`src/pcd_pkg.sv`:
```
package pcd_pkg;

    // Datapath width of the shared adder.
    localparam int AluW = 40;
    localparam int MaxChannels = 8;

    // Configuration register indexes.
    localparam logic CFG_SAMPLE_FORMAT = 1'b0;
    localparam logic CFG_CHANNEL_COUNT = 1'b1;

    // Float32 to PCM16 scale and the clamped full-scale result.
    localparam logic [15:0] FULL_SCALE = 16'sd32767;

    typedef enum logic [2:0] {
        S_IDLE,
        S_MUL,
        S_RND,
        S_CVT,
        S_ACC,
        S_ABS,
        S_DIV,
        S_NEG
    } state_t;

    // Operands and mode of the shared adder.
    typedef struct packed {
        logic [AluW-1:0] a;
        logic [AluW-1:0] b;
        logic            sub;
    } alu_req_t;

endpackage

```
`src/pcm_convert_and_downmix_core.sv`:
```
// A PCM or special float sample goes straight to accumulate; a normal float first
// passes the multiply, round and convert steps. The last channel of a frame then adds
// the magnitude step, the 19-step restoring divide and the sign step.
// A new sample is taken only in the idle state, once the last one is through, and the
// sign step waits while a held result is not taken; all steps share the single 40-bit adder.
// Reset (aresetn low, synchronous): format PCM16, two channels, empty frame,
// no result pending.
module pcm_convert_and_downmix_core
    import pcd_pkg::*;
(
    input  logic        aclk,
    input  logic        aresetn,
    input  logic        cfg_wr_en,
    input  logic        cfg_addr,
    input  logic [3:0]  cfg_wdata,
    input  logic        s_tvalid,
    output logic        s_tready,
    input  logic [31:0] s_tdata,   // sample_word[31:0]
    input  logic        s_tuser,   // silent
    output logic        m_tvalid,
    input  logic        m_tready,
    output logic [15:0] m_tdata    // mono_sample[15:0]
);

    state_t             state_reg, state_next;
    logic               fmt_reg;
    logic [3:0]         cc_reg;
    logic [2:0]         pos_reg, pos_next;
    logic signed [18:0] sum_reg, sum_next;
    logic [31:0]        word_reg, word_next;
    logic [38:0]        prod_reg, prod_next;
    logic [24:0]        rnd_reg, rnd_next;
    logic               shf_reg, shf_next;
    logic signed [15:0] smp_reg, smp_next;
    logic [18:0]        dvd_reg, dvd_next;
    logic [2:0]         rem_reg, rem_next;
    logic [4:0]         cnt_reg, cnt_next;
    logic               neg_reg, neg_next;
    logic               m_tvalid_reg, m_tvalid_next;
    logic [15:0]        m_tdata_reg, m_tdata_next;

    alu_req_t           alu_req;
    logic [AluW-1:0]    alu_y;
    logic [3:0]         n_eff;
    logic [23:0]        mant;
    logic [7:0]         fexp;
    logic [7:0]         shamt;
    logic [24:0]        mag_full;
    logic [23:0]        trunc;
    logic               guard, sticky;
    logic [3:0]         trial;

    pcd_alu u_alu (
        .req (alu_req),
        .y   (alu_y)
    );

    // Effective channel count: zero acts as one, large values saturate.
    always_comb begin
        if (cc_reg == 4'd0) begin
            n_eff = 4'd1;
        end else if (cc_reg > 4'(MaxChannels)) begin
            n_eff = 4'(MaxChannels);
        end else begin
            n_eff = cc_reg;
        end
    end

    // The rounded value keeps the product shifted down by 14 or 15 bits, so the
    // integer part lies 136 - exponent (one less when the product carried) bits down.
    assign mant  = {1'b1, word_reg[22:0]};
    assign fexp  = word_reg[30:23];
    assign shamt = 8'd136 - fexp - {7'd0, shf_reg};
    assign mag_full = (shamt > 8'd24) ? 25'd0 : (rnd_reg >> shamt[4:0]);
    assign trunc  = prod_reg[38] ? prod_reg[38:15] : prod_reg[37:14];
    assign guard  = prod_reg[38] ? prod_reg[14] : prod_reg[13];
    assign sticky = prod_reg[38] ? (|prod_reg[13:0]) : (|prod_reg[12:0]);
    assign trial  = {rem_reg, dvd_reg[18]};

    // Sequencer: next state, shared-adder operands and datapath updates.
    always_comb begin
        state_next    = state_reg;
        pos_next      = pos_reg;
        sum_next      = sum_reg;
        word_next     = word_reg;
        prod_next     = prod_reg;
        rnd_next      = rnd_reg;
        shf_next      = shf_reg;
        smp_next      = smp_reg;
        dvd_next      = dvd_reg;
        rem_next      = rem_reg;
        cnt_next      = cnt_reg;
        neg_next      = neg_reg;
        m_tvalid_next = m_tvalid_reg;
        m_tdata_next  = m_tdata_reg;
        alu_req       = '0;
        s_tready      = (state_reg == S_IDLE);

        if (m_tvalid_reg && m_tready) begin
            m_tvalid_next = 1'b0;
        end

        unique case (state_reg)
            S_IDLE: begin
                if (s_tvalid) begin
                    word_next  = s_tdata;
                    state_next = S_ACC;
                    if (s_tuser) begin
                        smp_next = '0;
                    end else if (!fmt_reg) begin
                        smp_next = s_tdata[15:0];
                    end else if (s_tdata[30:23] == 8'hFF && s_tdata[22:0] != 23'd0) begin
                        smp_next = '0;
                    end else if (s_tdata[30:23] >= 8'd127) begin
                        smp_next = s_tdata[31] ? -FULL_SCALE : FULL_SCALE;
                    end else if (s_tdata[30:23] == 8'd0) begin
                        smp_next = '0;
                    end else begin
                        state_next = S_MUL;
                    end
                end
            end
            // Mantissa times 32767 as (m << 15) - m.
            S_MUL: begin
                alu_req.a  = AluW'({mant, 15'd0});
                alu_req.b  = AluW'(mant);
                alu_req.sub = 1'b1;
                prod_next  = alu_y[38:0];
                state_next = S_RND;
            end
            // Round the product to 24 significant bits, nearest even.
            S_RND: begin
                alu_req.a  = AluW'(trunc);
                alu_req.b  = AluW'(guard & (sticky | trunc[0]));
                rnd_next   = alu_y[24:0];
                shf_next   = prod_reg[38];
                state_next = S_CVT;
            end
            // Truncate toward zero and apply the sign.
            S_CVT: begin
                alu_req.b   = AluW'(mag_full[15:0]);
                alu_req.sub = word_reg[31];
                smp_next    = word_reg[31] ? alu_y[15:0] : mag_full[15:0];
                state_next  = S_ACC;
            end
            S_ACC: begin
                alu_req.a = AluW'(signed'(sum_reg));
                alu_req.b = AluW'(signed'(smp_reg));
                sum_next  = alu_y[18:0];
                if ({1'b0, pos_reg} + 4'd1 >= n_eff) begin
                    state_next = S_ABS;
                end else begin
                    pos_next   = pos_reg + 3'd1;
                    state_next = S_IDLE;
                end
            end
            // Magnitude of the frame sum for the unsigned divide.
            S_ABS: begin
                alu_req.b   = AluW'(sum_reg);
                alu_req.sub = sum_reg[18];
                dvd_next    = sum_reg[18] ? alu_y[18:0] : sum_reg;
                neg_next    = sum_reg[18];
                rem_next    = '0;
                cnt_next    = '0;
                state_next  = S_DIV;
            end
            // One restoring-divide step per cycle, quotient shifts into the dividend.
            S_DIV: begin
                alu_req.a   = AluW'(trial);
                alu_req.b   = AluW'(n_eff);
                alu_req.sub = 1'b1;
                if (alu_y[AluW-1]) begin
                    rem_next = trial[2:0];
                    dvd_next = {dvd_reg[17:0], 1'b0};
                end else begin
                    rem_next = alu_y[2:0];
                    dvd_next = {dvd_reg[17:0], 1'b1};
                end
                cnt_next = cnt_reg + 5'd1;
                if (cnt_reg == 5'd18) begin
                    state_next = S_NEG;
                end
            end
            // Restore the sign and hand the result to the output register.
            S_NEG: begin
                alu_req.b   = AluW'(dvd_reg);
                alu_req.sub = neg_reg;
                if (!m_tvalid_reg || m_tready) begin
                    m_tvalid_next = 1'b1;
                    m_tdata_next  = neg_reg ? alu_y[15:0] : dvd_reg[15:0];
                    sum_next      = '0;
                    pos_next      = '0;
                    state_next    = S_IDLE;
                end
            end
            default: state_next = S_IDLE;
        endcase

        // A channel-count write starts a fresh frame.
        if (cfg_wr_en && cfg_addr == CFG_CHANNEL_COUNT) begin
            sum_next = '0;
            pos_next = '0;
        end
    end

    // Control and configuration registers.
    always_ff @(posedge aclk) begin
        if (!aresetn) begin
            state_reg    <= S_IDLE;
            fmt_reg      <= 1'b0;
            cc_reg       <= 4'd2;
            pos_reg      <= '0;
            sum_reg      <= '0;
            m_tvalid_reg <= 1'b0;
        end else begin
            state_reg    <= state_next;
            pos_reg      <= pos_next;
            sum_reg      <= sum_next;
            m_tvalid_reg <= m_tvalid_next;
            if (cfg_wr_en) begin
                unique case (cfg_addr)
                    CFG_SAMPLE_FORMAT: fmt_reg <= cfg_wdata[0];
                    CFG_CHANNEL_COUNT: cc_reg  <= cfg_wdata;
                    default: ;
                endcase
            end
        end
    end

    // Datapath registers.
    always_ff @(posedge aclk) begin
        word_reg    <= word_next;
        prod_reg    <= prod_next;
        rnd_reg     <= rnd_next;
        shf_reg     <= shf_next;
        smp_reg     <= smp_next;
        dvd_reg     <= dvd_next;
        rem_reg     <= rem_next;
        cnt_reg     <= cnt_next;
        neg_reg     <= neg_next;
        m_tdata_reg <= m_tdata_next;
    end

    assign m_tvalid = m_tvalid_reg;
    assign m_tdata  = m_tdata_reg;

    // The divide never runs past its nineteenth step.
    a_div_count: assert property (@(posedge aclk) disable iff (!aresetn)
        (state_reg == S_DIV) |-> (cnt_reg <= 5'd18))
        else $error("divide step counter overran");

    // After the divide the remainder is below the channel count.
    a_rem_range: assert property (@(posedge aclk) disable iff (!aresetn)
        (state_reg == S_NEG) |-> ({1'b0, rem_reg} < n_eff))
        else $error("divide remainder out of range");

    // Delivering a frame result leaves an empty frame behind.
    a_frame_clear: assert property (@(posedge aclk) disable iff (!aresetn)
        (state_reg == S_NEG && state_next == S_IDLE) |=> (pos_reg == 3'd0 && sum_reg == '0))
        else $error("frame state not cleared after result");

    // The channel position stays below the effective channel count.
    a_pos_range: assert property (@(posedge aclk) disable iff (!aresetn)
        (state_reg == S_IDLE) |-> ({1'b0, pos_reg} < n_eff))
        else $error("channel position beyond frame");

endmodule

```
`src/pcd_alu.sv`:
```
module pcd_alu
    import pcd_pkg::*;
(
    input  alu_req_t        req,
    output logic [AluW-1:0] y
);

    // One adder serves add, subtract, compare and negate.
    assign y = req.a + (req.sub ? ~req.b : req.b) + {{(AluW-1){1'b0}}, req.sub};

endmodule

```
`config.mk`:
```
export PLATFORM = sky130hd
export DESIGN_NAME = pcm_convert_and_downmix_core
export DESIGN_NICKNAME = d
export VERILOG_FILES = /design/src/pcd_pkg.sv /design/src/pcm_convert_and_downmix_core.sv /design/src/pcd_alu.sv
export SDC_FILE = /design/constraint.sdc
export NUM_CORES = 1
export LEC_CHECK = 0
export BUFFER_PORTS_ARGS = -buffer_cell sky130_fd_sc_hd__buf_2
export CORE_UTILIZATION = 40
export DETAILED_ROUTE_END_ITERATION = 10
export GPL_ROUTABILITY_DRIVEN = 0
export PLACE_DENSITY = 0.69
export SYNTH_ARGS = -nofsm -noshare
export SYNTH_HDL_FRONTEND = slang
export SYNTH_SLANG_ARGS = --single-unit
```
`constraint.sdc`:
```
create_clock -name aclk -period 5.3 [get_ports aclk]
set_input_delay 0.265 -clock aclk [delete_from_list [all_inputs] [get_ports aclk]]
set_output_delay 0.265 -clock aclk [all_outputs]
set_load 0.01 [all_outputs]
```
==> flow_summary_export.csv <==
group,metric,value,unit
yosys,synth_top_area_cell,"edfxtp_1",
clock_tree,clkSlewWorstSetupHoldPaths,0.08,ns
grt,antenna_found_initial,1,
status,status,"complete, no violations",
yosys,syn-num-nets,1418,
critical_path,reg2reg_depth,26,
detailed_routing,drc,0,
clock_tree,worst_skew_pair.late_latency,0.46,ns
sta,final.setup.worst_slack,0.125,ns
critical_path,reg2reg_to,"prod_reg[29]",
yosys,synth_edf_count,157,
yosys,ys_warn_count,0,
detailed_routing,vias,11391,
yosys,syn_area,0.0128,mm^2
clock_tree,numCtsBuffers,17,
run,maxCapViolations,0,
cells_and_area,synthToLayoutAreaGrowth,20.8,%
clock_tree,cts_max_path_buffers,2,
critical_path,start_kind,"flip-flop",
floorplanning,dieArea,0.0328,mm^2
hold_path,min_path_cells,1,
yosys,avgSynthCellArea,9.77,um^2
floorplanning,fp.dieH,181,um
power,peakVddDrop,0.383,mV
sta,fin_crit_sh,0.976,
yosys,async_reset_ff_frac,0,
floorplanning,die_width,181,um
detailed_routing,drt_wl_total,40500,um
yosys,synth_cells,1315,
grt,grt_max_degree,69,
sta,whs,0.0205,ns
clock_tree,cts_tree,"yes",
grt,grt_pass1_wl,61300,um
sta,hold_viol,0,
detailed_routing,drtIter0Drc,1527,
sta,setup_violations,0,
grt,track_usage,0.244,
yosys,yosysSeqAreaShare,0.415,
cells_and_area,layout-drive-gt1-share,0.244,
clock_tree,cts_sinks,188,
critical_path,required,5.50,ns
floorplanning,ioPinCount,61,
detailed_routing,dr.pass1.iters,9,
critical_path,crit_start,"shf_reg",
cells_and_area,nets,1559,
yosys,synth_area_leaders,"edfxtp_1, ha_1, nand2_1, dfxtp_1, mux2i_1",
hold_path,holdPathEnd,"word_reg[31]",
sta,worst_pin_slew,0.973,ns
sta,relSlewSlack,0.347,
yosys,ys_ff_latch,188,
cells_and_area,fill_cells,2826,
critical_path,crit_path_max_fanout,5,
sta,rsz0062_at_grt,"yes",
yosys,synth_top_area_frac,0.367,
yosys,synth_ff_type,"edfxtp_1",
grt,grt.overflow.total,0,
placement,numPortBuffers,60,
cells_and_area,antenna_cells,0,
hold_path,worstHoldStart,"s_tdata[31]",
hold_path,hold_path_class,"in2reg",
placement,dpl_worst_slack,-0.284,ns
clock_tree,htree_levels,4,
sta,fin_skew,0.0195,ns
detailed_routing,ant_nets,0,
sta,finalCriticalPeriod,5.17,ns
floorplanning,core.rowCount,65,
critical_path,cp.arrival,5.38,ns
placement,dpl.hpwl,30200,um
yosys,synth_cell_types,75,
cells_and_area,largest_reg_flops,39,
yosys,synth_commonest_cells,"nand2_1, edfxtp_1, nor2_1",
critical_path,r2r_setup_slack,0.13,ns
detailed_routing,wl_per_cell,21.6,um
yosys,yosysMostFrequentCell,"nand2_1",
clock_tree,clockRootBuffer,"clkbuf_16",
power,p_leak,0.00637,uW
floorplanning,core_area,0.0316,mm^2
power,powerDensity,743,mW/mm^2
critical_path,crit-reg2reg-launch,"shf_reg",
sta,fmax,193,MHz
critical_path,worst_setup_path_end_kind,"flip-flop",
grt,grt_pass1_vias,10615,
critical_path,worstSetupPathType,"reg2reg",
detailed_routing,viasPerCell,6.09,
floorplanning,start_util,0.407,
sta,slew_violations,0,
power breakdown:
group	total, uW	internal, uW	leakage, uW	switching (uW)
Sequential	2760	2430	0.00172	334
Clock	1400	763	0.000311	636
Combinational	7370	2900	0.00435	4470
worst max path at each step:
stage | end | slack [ns] | cells past startpoint
after global routing | prod_reg[29] | -0.09 | 26
after detailed placement | prod_reg[29] | -0.28 | 22
final | prod_reg[29] | 0.13 | 26
after global placement | prod_reg[35] | -0.28 | 26
after floorplan | prod_reg[29] | 0.03 | 23
after CTS | prod_reg[29] | 0.007 | 23
cells in the final DEF, fill, tap and decap left out, types with 6 or more instances in the layout:
cell and n:
nor2b_1 6, mux4_2 20, a22oi_1 25, dfxtp_1 31
a21oi_1 54, nand2_1 171, o21bai_1 9, mux2_2 32
clkbuf_16 17, a211oi_1 11, nand2b_1 21, a222oi_1 14
o21ai_1 6, ha_1 56, a21o_1 43, inv_1 32
nand4_1 16, o21ai_0 82, buf_2 60, nand3_1 28
a22o_1 6, o22ai_1 11, dlygate4sd3_1 6, nor4_1 9
o31ai_1 6, a21oi_2 8, nor2_1 105, xnor2_1 33
xor2_1 19, and2_1 15, buf_4 128, o211ai_1 11
mux2i_1 59, nor3_1 20, o21a_1 7, edfxtp_1 157
worst max-delay path, cell delays in order, from the launching register on:
cell,delay (ns)
edfxtp_1,0.38
inv_2,0.08
ha_4,0.14
ha_4,0.15
inv_2,0.05
ha_4,0.17
nand2b_4,0.17
a21oi_2,0.18
nor3_2,0.08
nor4b_4,0.24
buf_4,0.17
nand2_1,0.09
buf_4,0.17
a211oi_2,0.14
buf_4,0.16
nand2b_1,0.13
xnor2_1,0.13
ha_1,0.31
a21o_1,0.18
a21o_1,0.18
a221o_1,0.36
a221o_1,0.38
a2111oi_4,0.30
or3_1,0.16
o311a_1,0.20
o41ai_2,0.10
xor2_1,0.16
through the flow:
stage                     total power [uW]  area, um^2  TNS [ns]  cells   util
after global placement                9430       14300     -1.45   1822  0.454
after global routing                 12100       15500    -0.184   1871  0.492
after CTS                            11100       15200         0   1866  0.481
after floorplan                       6940       12800         0   1315      -
after detailed placement              9520       14300     -2.30   1822  0.454
final                                11500       15500         0   1871  0.492
per-layer routing:
metal	GRT usage	part of all wire	vias up
met2	0.378	0.45	634
met3	0.0597	0.099	114
met4	0.108	0.047	0
met5	0	0	-
li1	-	-	5185
met1	0.323	0.41	5458
cell families after synthesis:
logic type	synth area share
AO/OA/AOI/OAI	0.183
XOR/XNOR	0.0442
adder cells (fa/ha/maj)	0.0590
buffers and inverters	0.0348
flip-flops	0.415
multiplexers	0.112
AND/OR/NAND/NOR	0.152
area by class of cell:
| class | count | area, um^2 | share of cell area |
|---|---|---|---|
| clock inverters | 15 | 206 | 0.0133 |
| multi-input cells | 1011 | 7480 | 0.482 |
| clock buffers | 17 | 425 | 0.0274 |
| repair buffers | 201 | 1430 | 0.0919 |
| inverters | 37 | 139 | 0.00895 |
| well taps | 402 | 503 | 0.0324 |
| flip-flops and latches | 188 | 5340 | 0.344 |
what timing repair did:
action / in CTS / in global routing
hold buffers: 6 / 0
pin swaps: 5 / 25
gates resized for setup: 21 / 69
endpoints found under the setup margin: 30 / 45
buffers inserted: 6 / 5
hold endpoints to repair: 6 / 0
No activity file was read; power rests on OpenSTA's default activity.
